[src/rtl/pipw_pkg.sv]
// shared constants and types for the winding-number point-in-polygon block
`timescale 1ns / 1ps

package pipw_pkg;

    // table depth and coordinate width
    localparam int MAX_VERTICES = 64;
    localparam int COORD_BITS   = 16;

    // step index and vertex count widths inside the block
    localparam int IDX_W = $clog2(MAX_VERTICES);
    localparam int CNT_W = $clog2(MAX_VERTICES + 1);

    // fixed port field widths
    localparam int VIDX_W = 6;
    localparam int VCNT_W = 7;

    // slave tdata layout, lowest bit first
    localparam int VIDX_LSB  = 0;
    localparam int CX_LSB    = VIDX_LSB + VIDX_W;
    localparam int CY_LSB    = CX_LSB + COORD_BITS;
    localparam int CHK_LSB   = CY_LSB + COORD_BITS;
    localparam int S_FIELD_W = CHK_LSB + 1;
    localparam int S_TDATA_W = ((S_FIELD_W + 7) / 8) * 8;

    // master tdata layout
    localparam int INS_BIT   = 0;
    localparam int ONB_BIT   = 1;
    localparam int M_TDATA_W = 8;

    // tuser code for the item kind
    localparam logic FUNC_WRITE = 1'b0;
    localparam logic FUNC_QUERY = 1'b1;

    // one vertex or point
    typedef struct packed {
        logic signed [COORD_BITS-1:0] x;
        logic signed [COORD_BITS-1:0] y;
    } vtx_t;

    // one edge handed to the evaluation unit
    typedef struct packed {
        logic act;   // slot carries an edge step
        logic live;  // edge lies within the active vertex count
        logic lst;   // final step of the pass
        vtx_t a;
        vtx_t b;
    } edge_req_t;

    // evaluation result of one edge
    typedef struct packed {
        logic act;
        logic lst;
        logic on;    // point lies on the edge
        logic up;    // upward crossing, point left of edge
        logic dn;    // downward crossing, point right of edge
    } edge_res_t;

endpackage

[src/rtl/pipw_cell.sv]
// one vertex cell of the rotating vertex ring
`timescale 1ns / 1ps

module pipw_cell
(
    input  logic           clk,
    input  logic           load_en,
    input  pipw_pkg::vtx_t load_vtx,
    input  logic           shift_en,
    input  pipw_pkg::vtx_t shift_vtx,
    output pipw_pkg::vtx_t vtx
);

    pipw_pkg::vtx_t vtx_reg;
    pipw_pkg::vtx_t vtx_next;

    // direct write from the stream, else take the neighbour's vertex
    always_comb
    begin
        vtx_next = vtx_reg;
        if (load_en)
        begin
            vtx_next = load_vtx;
        end
        else if (shift_en)
        begin
            vtx_next = shift_vtx;
        end
    end

    // vertex storage, undefined until written
    always_ff @(posedge clk)
    begin
        vtx_reg <= vtx_next;
    end

    assign vtx = vtx_reg;

endmodule

[src/rtl/pipw_edge.sv]
// three-stage edge evaluation: crossing test and on-edge test for one edge a cycle
`timescale 1ns / 1ps

module pipw_edge
(
    input  logic                 clk,
    input  logic                 rst_n,
    input  pipw_pkg::edge_req_t  req,
    input  pipw_pkg::vtx_t       pnt,
    output pipw_pkg::edge_res_t  res
);

    localparam int D_W = pipw_pkg::COORD_BITS + 1;
    localparam int P_W = 2 * D_W;
    localparam int C_W = P_W + 1;
    localparam int MSB = pipw_pkg::COORD_BITS - 1;

    // stage one: differences, ordering flags and extent check
    logic signed [D_W-1:0] ax_e, ay_e, bx_e, by_e, px_e, py_e;
    logic signed [D_W-1:0] lox, hix, loy, hiy;
    logic                  box_c;

    logic                  s1_act_reg, s1_lst_reg;
    logic                  s1_live_reg;
    logic signed [D_W-1:0] dxb_reg, dyp_reg, dxp_reg, dyb_reg;
    logic                  alo_reg, bhi_reg, box_reg;

    // stage two: products
    logic                  s2_act_reg, s2_lst_reg;
    logic                  s2_live_reg, s2_alo_reg, s2_bhi_reg, s2_box_reg;
    logic signed [P_W-1:0] p1_reg, p2_reg;

    // stage three: cross product sign
    logic signed [C_W-1:0] cr;
    logic                  cr_pos, cr_neg, cr_zero;
    pipw_pkg::edge_res_t   res_reg;
    pipw_pkg::edge_res_t   res_next;

    // sign extension by one bit
    assign ax_e = {req.a.x[MSB], req.a.x};
    assign ay_e = {req.a.y[MSB], req.a.y};
    assign bx_e = {req.b.x[MSB], req.b.x};
    assign by_e = {req.b.y[MSB], req.b.y};
    assign px_e = {pnt.x[MSB], pnt.x};
    assign py_e = {pnt.y[MSB], pnt.y};

    // edge extent
    always_comb
    begin
        lox   = (ax_e < bx_e) ? ax_e : bx_e;
        hix   = (ax_e < bx_e) ? bx_e : ax_e;
        loy   = (ay_e < by_e) ? ay_e : by_e;
        hiy   = (ay_e < by_e) ? by_e : ay_e;
        box_c = (px_e >= lox) && (px_e <= hix) && (py_e >= loy) && (py_e <= hiy);
    end

    // stage control
    always_ff @(posedge clk or negedge rst_n)
    begin
        if (!rst_n)
        begin
            s1_act_reg <= 1'b0;
            s1_lst_reg <= 1'b0;
            s2_act_reg <= 1'b0;
            s2_lst_reg <= 1'b0;
            res_reg    <= '0;
        end
        else
        begin
            s1_act_reg <= req.act;
            s1_lst_reg <= req.lst;
            s2_act_reg <= s1_act_reg;
            s2_lst_reg <= s1_lst_reg;
            res_reg    <= res_next;
        end
    end

    // stage payload
    always_ff @(posedge clk)
    begin
        s1_live_reg <= req.live;
        dxb_reg     <= bx_e - ax_e;
        dyp_reg     <= py_e - ay_e;
        dxp_reg     <= px_e - ax_e;
        dyb_reg     <= by_e - ay_e;
        alo_reg     <= (ay_e <= py_e);
        bhi_reg     <= (by_e > py_e);
        box_reg     <= box_c;

        s2_live_reg <= s1_live_reg;
        s2_alo_reg  <= alo_reg;
        s2_bhi_reg  <= bhi_reg;
        s2_box_reg  <= box_reg;
        p1_reg      <= dxb_reg * dyp_reg;
        p2_reg      <= dxp_reg * dyb_reg;
    end

    // cross product and per-edge decisions
    always_comb
    begin
        cr      = {p1_reg[P_W-1], p1_reg} - {p2_reg[P_W-1], p2_reg};
        cr_zero = (cr == '0);
        cr_neg  = cr[C_W-1];
        cr_pos  = !cr_neg && !cr_zero;

        res_next     = '0;
        res_next.act = s2_act_reg;
        res_next.lst = s2_lst_reg;
        res_next.on  = s2_act_reg && s2_live_reg && s2_box_reg && cr_zero;
        res_next.up  = s2_act_reg && s2_live_reg && s2_alo_reg && s2_bhi_reg && cr_pos;
        res_next.dn  = s2_act_reg && s2_live_reg && !s2_alo_reg && !s2_bhi_reg && cr_neg;
    end

    assign res = res_reg;

endmodule

[src/rtl/point_in_polygon_winding.sv]
// top level: vertex ring, pass sequencer, winding accumulator and output register
// query path: 64 ring steps through the 3-stage edge unit, then the finish into the output register
// a query holds off the input stream until its result is registered for output; each pass rotates the 64-cell ring once
// vertex writes are accepted only while idle and give no result
// reset: asynchronous, clears the sequencer, output valid and vertex_count; the table is not cleared
`timescale 1ns / 1ps

module point_in_polygon_winding
(
    input  logic                              clk,
    input  logic                              rst_n,
    // configuration: vertex_count
    input  logic                              cfg_wr_en,
    input  logic [pipw_pkg::VCNT_W-1:0]       cfg_wr_data,
    // input stream
    input  logic                              s_axis_tvalid,
    output logic                              s_axis_tready,
    // fields from bit 0: vertex_index[5:0], coord_x[21:6], coord_y[37:22], check_edges[38]
    input  logic [pipw_pkg::S_TDATA_W-1:0]    s_axis_tdata,
    // fields from bit 0: func
    input  logic                              s_axis_tuser,
    // result stream
    output logic                              m_axis_tvalid,
    input  logic                              m_axis_tready,
    // fields from bit 0: inside_res, on_boundary
    output logic [pipw_pkg::M_TDATA_W-1:0]    m_axis_tdata
);

    localparam int MAXV  = pipw_pkg::MAX_VERTICES;
    localparam int IDX_W = pipw_pkg::IDX_W;
    localparam int CNT_W = pipw_pkg::CNT_W;
    localparam int CB    = pipw_pkg::COORD_BITS;

    typedef enum logic [3:0] {
        ST_IDLE  = 4'b0001,
        ST_SCAN  = 4'b0010,
        ST_DRAIN = 4'b0100,
        ST_DONE  = 4'b1000
    } state_t;

    state_t state_reg, state_next;

    logic [pipw_pkg::VCNT_W-1:0] vcnt_reg;
    logic [CNT_W-1:0]      n_lim;

    logic [IDX_W-1:0]      step_reg, step_next;
    pipw_pkg::vtx_t        pnt_reg, v0_reg;
    logic                  chk_reg;
    logic signed [CNT_W:0] wind_reg, wind_next;
    logic                  hit_reg, hit_next;
    logic                  ins_reg, onb_reg;

    logic                  m_valid_reg;
    logic [pipw_pkg::M_TDATA_W-1:0] m_data_reg, m_data_next;

    // unpacked input fields
    logic [pipw_pkg::VIDX_W-1:0] in_vidx;
    pipw_pkg::vtx_t        in_vtx;
    logic                  in_chk;
    logic                  in_xfer, wr_xfer, qry_xfer;

    // ring
    pipw_pkg::vtx_t        ring [MAXV];
    logic                  shift_en;

    pipw_pkg::edge_req_t   req;
    pipw_pkg::edge_res_t   res;
    logic                  finish, out_free;

    assign in_vidx  = s_axis_tdata[pipw_pkg::VIDX_LSB +: pipw_pkg::VIDX_W];
    assign in_vtx.x = s_axis_tdata[pipw_pkg::CX_LSB +: CB];
    assign in_vtx.y = s_axis_tdata[pipw_pkg::CY_LSB +: CB];
    assign in_chk   = s_axis_tdata[pipw_pkg::CHK_LSB];

    assign s_axis_tready = (state_reg == ST_IDLE);
    assign in_xfer  = s_axis_tvalid && s_axis_tready;
    assign wr_xfer  = in_xfer && (s_axis_tuser == pipw_pkg::FUNC_WRITE);
    assign qry_xfer = in_xfer && (s_axis_tuser == pipw_pkg::FUNC_QUERY);
    assign shift_en = (state_reg == ST_SCAN);

    // active vertex count, clamped to the table depth
    assign n_lim = (vcnt_reg > MAXV) ? CNT_W'(MAXV) : CNT_W'(vcnt_reg);

    // vertex ring: each cell takes its upper neighbour while scanning
    for (genvar i = 0; i < MAXV; i++)
    begin : g_ring
        pipw_cell u_cell
        (
            .clk       (clk),
            .load_en   (wr_xfer && (int'(in_vidx) == i)),
            .load_vtx  (in_vtx),
            .shift_en  (shift_en),
            .shift_vtx (ring[(i + 1) % MAXV]),
            .vtx       (ring[i])
        );
    end

    // edge at the head of the ring, closing edge wraps to the first vertex
    always_comb
    begin
        req      = '0;
        req.act  = shift_en;
        req.live = ({1'b0, step_reg} < n_lim);
        req.lst  = (step_reg == IDX_W'(MAXV - 1));
        req.a    = ring[0];
        req.b    = ({1'b0, step_reg} == (n_lim - 1'b1)) ? v0_reg : ring[1];
    end

    pipw_edge u_edge
    (
        .clk   (clk),
        .rst_n (rst_n),
        .req   (req),
        .pnt   (pnt_reg),
        .res   (res)
    );

    assign finish   = res.act && res.lst;
    assign out_free = !m_valid_reg || m_axis_tready;

    // winding sum and edge hit
    always_comb
    begin
        wind_next = wind_reg;
        hit_next  = hit_reg;
        if (qry_xfer)
        begin
            wind_next = '0;
            hit_next  = 1'b0;
        end
        else if (res.act)
        begin
            wind_next = wind_reg + (res.up ? (CNT_W+1)'(1) : '0)
                                 - (res.dn ? (CNT_W+1)'(1) : '0);
            hit_next  = hit_reg || res.on;
        end
    end

    // pass sequencer
    always_comb
    begin
        state_next = state_reg;
        step_next  = step_reg;
        case (state_reg)
            ST_IDLE:
            begin
                step_next = '0;
                if (qry_xfer)
                begin
                    state_next = ST_SCAN;
                end
            end
            ST_SCAN:
            begin
                step_next = step_reg + 1'b1;
                if (step_reg == IDX_W'(MAXV - 1))
                begin
                    step_next  = '0;
                    state_next = ST_DRAIN;
                end
            end
            ST_DRAIN:
            begin
                if (finish)
                begin
                    state_next = ST_DONE;
                end
            end
            ST_DONE:
            begin
                if (out_free)
                begin
                    state_next = ST_IDLE;
                end
            end
            default:
            begin
                state_next = ST_IDLE;
                step_next  = '0;
            end
        endcase
    end

    // result word
    always_comb
    begin
        m_data_next                    = '0;
        m_data_next[pipw_pkg::INS_BIT] = ins_reg;
        m_data_next[pipw_pkg::ONB_BIT] = onb_reg;
    end

    // control registers
    always_ff @(posedge clk or negedge rst_n)
    begin
        if (!rst_n)
        begin
            state_reg   <= ST_IDLE;
            step_reg    <= '0;
            vcnt_reg    <= '0;
            m_valid_reg <= 1'b0;
        end
        else
        begin
            state_reg <= state_next;
            step_reg  <= step_next;
            if (cfg_wr_en)
            begin
                vcnt_reg <= cfg_wr_data;
            end
            if ((state_reg == ST_DONE) && out_free)
            begin
                m_valid_reg <= 1'b1;
            end
            else if (m_axis_tready)
            begin
                m_valid_reg <= 1'b0;
            end
        end
    end

    // query payload, accumulator and result
    always_ff @(posedge clk)
    begin
        if (qry_xfer)
        begin
            pnt_reg <= in_vtx;
            chk_reg <= in_chk;
            v0_reg  <= ring[0];
        end
        wind_reg <= wind_next;
        hit_reg  <= hit_next;
        if (finish)
        begin
            ins_reg <= (n_lim >= CNT_W'(3)) && ((chk_reg && hit_next) || (wind_next != '0));
            onb_reg <= (n_lim >= CNT_W'(3)) && chk_reg && hit_next;
        end
        if ((state_reg == ST_DONE) && out_free)
        begin
            m_data_reg <= m_data_next;
        end
    end

    assign m_axis_tvalid = m_valid_reg;
    assign m_axis_tdata  = m_data_reg;

    // a boundary hit always reports inside
    assert property (@(posedge clk) disable iff (!rst_n)
        m_axis_tvalid |-> (!m_axis_tdata[pipw_pkg::ONB_BIT] || m_axis_tdata[pipw_pkg::INS_BIT]))
        else $error("on_boundary without inside_res");

    // ring is aligned whenever the block is idle
    assert property (@(posedge clk) disable iff (!rst_n)
        (state_reg == ST_IDLE) |-> (step_reg == '0))
        else $error("ring step not zero in idle");

    // the pass marker leaves the edge unit only while draining
    assert property (@(posedge clk) disable iff (!rst_n)
        finish |-> (state_reg == ST_DRAIN))
        else $error("pass end outside drain");

    // edge unit idle outside a pass
    assert property (@(posedge clk) disable iff (!rst_n)
        res.act |-> (state_reg == ST_SCAN || state_reg == ST_DRAIN))
        else $error("edge result outside a pass");

    // one-hot sequencer state
    assert property (@(posedge clk) disable iff (!rst_n)
        $onehot(state_reg))
        else $error("sequencer state not one-hot");

endmodule
[config.mk]
export PLATFORM = sky130hd
export DESIGN_NAME = point_in_polygon_winding
export DESIGN_NICKNAME = d
export VERILOG_FILES = /design/src/rtl/pipw_pkg.sv /design/src/rtl/pipw_cell.sv /design/src/rtl/pipw_edge.sv /design/src/rtl/point_in_polygon_winding.sv
export SDC_FILE = /design/constraint.sdc
export NUM_CORES = 2
export LEC_CHECK = 0
export ABC_AREA = 1
export BUFFER_PORTS_ARGS = -buffer_cell sky130_fd_sc_hd__buf_2
export CORE_ASPECT_RATIO = 0.6
export CORE_MARGIN = 8
export CORE_UTILIZATION = 43
export DETAILED_ROUTE_END_ITERATION = 8
export PLACE_DENSITY_LB_ADDON = 0.12
export SYNTH_ARGS = -nofsm -noshare
export SYNTH_HDL_FRONTEND = slang
export SYNTH_SLANG_ARGS = --single-unit
[constraint.sdc]
create_clock -name clk -period 9.4 [get_ports clk]
set_clock_uncertainty 0.15 [all_clocks]
set_input_delay 1.88 -clock clk [delete_from_list [all_inputs] [get_ports clk]]
set_output_delay 1.88 -clock clk [all_outputs]
set_load 0.01 [all_outputs]
Word level (Yosys, flattened, before mapping)

Index checks and enable logic that the tools add are counted.

Flip-flop bits (word level): 2297
Bits in latches: 0
RAM bits: 0
Bits in read-only memories: 0
Bits of input ports: 53
Output and inout port bits: 10
Memories kept: 0

$add $sub $neg: 9
Multipliers: 2
Div/mod/pow operators: 0
Order comparisons: 11
Equal/unequal tests: 73
Shifts and indexed selects: 0
Multiplexer cells: 149
Bitwise operators: 1
Reductions and logical operators: 164

Operator list:

| kind               | number |
|---|---|
| $mux 32            | 129 |
| $eq 6x6->1 const B | 33 |
| $reduce_bool 2->1  | 65 |
| $eq 6x5->1 const B | 16 |
| $logic_and 1x1->1  | 86 |
| $mul 17x17->34     | 2 |
| $mux 17            | 4 |
| $sub 16x16->17     | 4 |
| $eq 6x4->1 const B | 8 |
| $logic_not 35->1   | 1 |
| $sub 34x34->35     | 1 |
| $ge 16x17->1       | 2 |
| $le 16x17->1       | 2 |
| $lt 16x16->1       | 2 |
| $eq 6x3->1 const B | 4 |
| $gt 16x16->1       | 1 |
| $le 16x16->1       | 1 |
| $mux 4             | 4 |
| $mux 8             | 2 |
| $pmux 4 s4         | 1 |
| $eq 6x2->1 const B | 2 |
| $pmux 6 s2         | 1 |
| $add 8x1->8        | 1 |
| $reduce_bool 8->1  | 1 |
| other kinds (23)   | 36 |

Depth between registers and ports, before layout

Depth after elaboration: 11
Gate-level depth with buffers: 42
Gate-level depth less buffers: 40

Cells and area by module

From an unflattened synthesis, not the netlist that was laid out.

Cells, all modules: 13633
Area total of the unflattened synthesis: 128076.6 sq um

Modules (own cells, without submodules):

| module                   | times used | cells an instance | area each (sq um) |
|---|---|---|---|
| pipw_cell                | 64         | 137               | 1401.3 |
| pipw_edge                | 1          | 4281              | 33429.6 |
| point_in_polygon_winding | 1          | 584               | 4961.0 |

Worst setup path before layout

No wires, ideal clock.

Kind: reg2reg
Start point: register u_edge.dyp_reg[2]
End point: register u_edge.p1_reg[30]
Data arrival time: 5.762 ns
Data required time: 9.178 ns
Slack: 3.417 ns
Cell stages (with the launch flop): 25
Path buffers: 2
Clock period less this slack: 5.983 ns
Path through: dfxtp_1 clkbuf_1 clkbuf_1 nand2_1 fa_1 inv_1 fa_1 inv_1 fa_1 inv_1 fa_1 inv_1 fa_1 inv_1 fa_1 ha_1 nand2_1 nor4_1 nand4_1 nand3_1 nand2_1 o211ai_1 a21boi_0 o21ai_0 xor2_1

Word-level cells in the longest chain between the ends: 1

Ends and longest elaborated chain:

| item                     | line            | source |
|---|---|---|
| start: declaration       | pipw_edge.sv:25 | `logic signed [D_W-1:0] dxb_reg, dyp_reg, dxp_reg, dyb_reg;` |
| start signal: assignment | pipw_edge.sv:83 | `dyp_reg <= py_e - ay_e;` |
| $mul 17x17->34           | pipw_edge.sv:94 | `p1_reg <= dxb_reg * dyp_reg;` |
| end signal: assignment   | pipw_edge.sv:94 |  |
| end: declaration         | pipw_edge.sv:31 | `logic signed [P_W-1:0] p1_reg, p2_reg;` |

No other way between the ends.
A chain may end at the register's enable or synchronous reset.

Final worst setup path

Start point: register vcnt_reg[4] (netlist bit)
End point: register u_edge.box_reg

Word-level cells in the longest chain between the ends: 11
Elaborated cells between the ends (all ways): 18
Classes of those cells: add/sub (1); order compare (7); eq/ne (1); mux (6); reduce/logical (3)

Ends and longest elaborated chain:

| item                                         | line                             | source |
|---|---|---|
| start: declaration                           | point_in_polygon_winding.sv:43   | `logic [pipw_pkg::VCNT_W-1:0] vcnt_reg;` |
| start signal: assignment                     | point_in_polygon_winding.sv:208  | `vcnt_reg <= cfg_wr_data;` |
| $gt 7x7->1                                   | point_in_polygon_winding.sv:82   | `assign n_lim = (vcnt_reg > MAXV) ? CNT_W'(MAXV) : CNT_W'(vcnt_reg);` |
| $mux 7 (*)                                   | point_in_polygon_winding.sv:82   |  |
| $sub 7x1->7 (*)                              | point_in_polygon_winding.sv:106  | `req.b = ({1'b0, step_reg} == (n_lim - 1'b1)) ? v0_reg : ring[1];` |
| $eq 6x7->1 (*)                               | point_in_polygon_winding.sv:106  |  |
| $mux 32 (*)                                  | point_in_polygon_winding.sv:106  |  |
| $lt 16x16->1                                 | pipw_edge.sv:50, pipw_edge.sv:51 |  |
| $mux 17 (on tied branches)                   | pipw_edge.sv:50, pipw_edge.sv:51 |  |
| $ge 16x17->1 or $le 16x17->1 (tied branches) | pipw_edge.sv:54                  | `box_c = (px_e >= lox) && (px_e <= hix) && (py_e >= loy) && (py_e <= hiy);` |
| $logic_and 1x1->1 (2 in series)              | pipw_edge.sv:54                  |  |
| $logic_and 1x1->1 (*)                        | pipw_edge.sv:54                  |  |
| named net u_edge.box_c                       | pipw_edge.sv:21                  | `logic box_c;` |
| end signal: assignment                       | pipw_edge.sv:88                  | `box_reg <= box_c;` |
| end: declaration                             | pipw_edge.sv:26                  | `logic alo_reg, bhi_reg, box_reg;` |

The timed path passes the listed nets; every way through them passes the cells marked *.

==> tab_implementation.tex <==
\begin{tabular}{lr}
\hline
Metric & Value \\
\hline
\multicolumn{2}{l}{\textbf{Clock tree}} \\
\quad Hold\_buf cts & 0 \\
\quad Post-cts gate resize count & 0 \\
\quad Clock network latency to the later pin of the worst-skew pair & roughly 0.9 ns \\
\quad Maximum clock insertion buffer count & 4 \\
\quad Post CTS Setup Buffer Count & 0 \\
\quad Num CTS Buffers & around 230 \\
\quad Clk root buf & clkbuf\_16 \\
\quad Number of clock sinks & about 2.3k \\
\quad Clock tree from TritonCTS & built \\
\quad CTS clock-pin slew for the worst setup and hold paths & approximately 0.070 ns \\
\quad Depth of the CTS H-tree & 4 \\
\multicolumn{2}{l}{\textbf{Routing}} \\
\quad Initial drt markers & between 8k and 9k \\
\quad Total wire length after detailed routing & approximately 340 mm \\
\quad Total DRC errors in the routed layout & 0 \\
\quad Antenna-violating nets left & 0 \\
\quad Drt first pass iters & 5 \\
\quad Routed vias/inst & roughly 5.4 \\
\quad Average wire per standard cell & roughly 22 um \\
\quad Total via count in the routed design & a little over 80k \\
\multicolumn{2}{l}{\textbf{Synthesis}} \\
\quad Count of flip-flops with a built-in enable after synthesis & $\sim$2.1k \\
\quad Cell with the most instances after synthesis & nand2\_1 \\
\quad Prevailing post-synth register cell & edfxtp\_1 \\
\quad FFs w/ async S/R, synth & under 10\% \\
\quad Most frequent cells after synthesis & nand2\_1 (3222), o21ai\_0 (2131), edfxtp\_1 (2117) \\
\quad Largest cells by area after synthesis & edfxtp\_1 (53\%), nand2\_1 (10\%), fa\_1 (9.9\%), o21ai\_0 (8.8\%), inv\_1 (3.9\%) \\
\quad Unique masters post-synth & 64 \\
\quad Number of warnings issued by yosys & 0 \\
\quad Seq cells post-synth & around 2.3k \\
\quad Synth area leader & edfxtp\_1 \\
\quad Post-synth top area share & a little over half \\
\quad Synthesized cell area & between 0.1 and 0.15 mm\^{}2 \\
\quad Portion of the post-synthesis area used by sequential elements & between 50\% and 60\% \\
\quad Cell count after synthesis & 11.7k \\
\quad Post-Syn Area per Cell & slightly above 10 um\^{}2 \\
\multicolumn{2}{l}{\textbf{Worst hold path}} \\
\quad HP Class & flop to flop \\
\multicolumn{2}{l}{\textbf{GRT}} \\
\quad Residual overflow from global routing & 0 \\
\quad Via count of the first global-routing pass & 78.4k \\
\quad Pin count of the biggest net entering global routing & 66 \\
\quad Antenna violations before repair & 38 \\
\quad Wire length of the first global-routing pass & $\sim$500 mm \\
\quad All-Layer GR Usage & $\sim$22\% \\
\multicolumn{2}{l}{\textbf{Setup path}} \\
\quad CP dominant cell by count & nand2\_1 \\
\quad Critical path's largest stage delay & 1.05 ns \\
\quad Required time at the endpoint of the critical path & 10.00 ns \\
\quad Crit path capture type & flop \\
\quad Crit path max fanout & 30 \\
\quad Data arrival time at the worst-slack endpoint & 8.33 ns \\
\quad Type of the worst setup path & flop to flop \\
\quad Crit path max-delay cell type & o41ai\_1 \\
\quad Crit start category & flop \\
\multicolumn{2}{l}{\textbf{Layout}} \\
\quad Max reg flops & $\sim$2k \\
\quad Fillers & 26.0k \\
\quad Share of post-route cells with drive strength above 1 & around 5.9\% \\
\quad NumNets Final & around 12k \\
\quad Signed area change from the synthesized netlist to the final layout & 8.37\% \\
\multicolumn{2}{l}{\textbf{Die}} \\
\quad Placeable core area & about 0.28 mm\^{}2 \\
\quad Top Ports & 63 \\
\quad DIE AREA & approximately 0.3 mm\^{}2 \\
\quad Effective utilization at floorplan & a little over two fifths \\
\quad Number of placement rows & 150 \\
\quad Die Span Y & between 400 and 500 um \\
\quad DIE WIDTH & roughly 700 um \\
\multicolumn{2}{l}{\textbf{Run}} \\
\quad Max Cap Viol & 0 \\
\multicolumn{2}{l}{\textbf{STA}} \\
\quad Achievable frequency & around 130 MHz \\
\quad Setup-violating endpoint count in the final report & 0 \\
\quad Setup repair after global routing missed its margin & false \\
\quad Period utilisation layout & 82.3\% \\
\quad Max-slew violation count & 0 \\
\quad Slew of the pin with the lowest slew margin & between 1 and 1.5 ns \\
\quad Worst hold slack & 0.184 ns \\
\quad Normalized max-slew margin & roughly 13\% \\
\quad Number of endpoints with negative hold slack in the final report & 0 \\
\quad Minimum clock period after layout & around 7.7 ns \\
\quad Total negative setup slack & 0 ns \\
\multicolumn{2}{l}{\textbf{Placed design}} \\
\quad \# port buffers & 55 \\
\quad Dpl hpwl & 232 mm \\
\quad RePlAce Congestion & between 0.9 and 1 \\
\multicolumn{2}{l}{\textbf{Outcome}} \\
\quad Run status & completed \\
\hline
\end{tabular}
layout make-up:
class                      instances  area [um^2]  area share [%]
multi-input combinational       7353        45700            34.9
clock buffer                     272         5830            4.45
inverter                        1285         4870            3.72
tap                             3724         4660            3.56
antenna                           10         25.0          0.0191
clock inverter                   129         1180           0.898
sequential                      2297        67300            51.4
timing repair buffer             207         1440            1.10
final timing paths:
| path | depth (start not counted) | slack (ns) | to | startpoint |
|---|---|---|---|---|
| worst max-delay path | 32 | 1.67 | u_edge.box_reg | vcnt_reg[4] |
| worst min-delay path | 0 | 0.18 | u_edge.s2_alo_reg | u_edge.alo_reg |
| worst max register to register | 32 | 1.67 | u_edge.box_reg | vcnt_reg[4] |
| max in group asynchronous | 1 | 7.79 | u_edge.res[1] | rst_n |
| min in group asynchronous | 1 | 0.87 | vcnt_reg[0] | rst_n |
| worst min register to register | 0 | 0.18 | u_edge.s2_alo_reg | u_edge.alo_reg |
per-layer routing:
layer	wire [um]	part of all wire (%)	vias up	global-route usage (%)
li1	-	-	38200	-
met1	182000	54	40800	38.9
met2	122000	36	2620	27.8
met3	28000	8.3	319	4.23
met4	5190	1.5	8	3.64
met5	48	0.014	-	0
kinds of logic after synthesis:
kind of cell	share of synthesized area [%]
buf+inv	6.64
mux	0.0280
simple gates	11.9
flops	55.7
xor+xnor	1.13
compound gates	10.9
fa+ha+maj	13.7
other cells	0.00310
placed cells by master, fill, tap and decap left out, types with 153 or more instances in the layout:
cell / n
nor2_1: 195
fa_1: 597
inv_1: 1247
a21oi_1: 198
dfxtp_1: 153
clkbuf_16: 226
edfxtp_1: 2117
ha_1: 368
nand2_1: 3168
o21ai_0: 2131
stage by stage:
step	setup WS, ns	util (%)	std cells	area (um^2)
after floorplan	3.42	-	11800	121000
after global placement	1.62	44.4	14900	124000
after detailed placement	1.79	44.4	14900	124000
after CTS	1.68	46.9	15300	131000
after global routing	0.986	46.9	15300	131000
final	1.67	46.9	15300	131000
worst max-delay path, delay by kind of cell, from the launching register on:
kind,cells,cell delay (ns)
buffers and inverters,3,1.26
AND/OR/NAND/NOR,17,2.44
adder cells (fa/ha/maj),3,0.97
flip-flops,1,0.43
AO/OA/AOI/OAI,7,1.94
XOR/XNOR,2,0.37
Power is left out: the tool's default activity adds up to more than one toggle a clock period on the data nets, which glitch-free logic cannot reach.
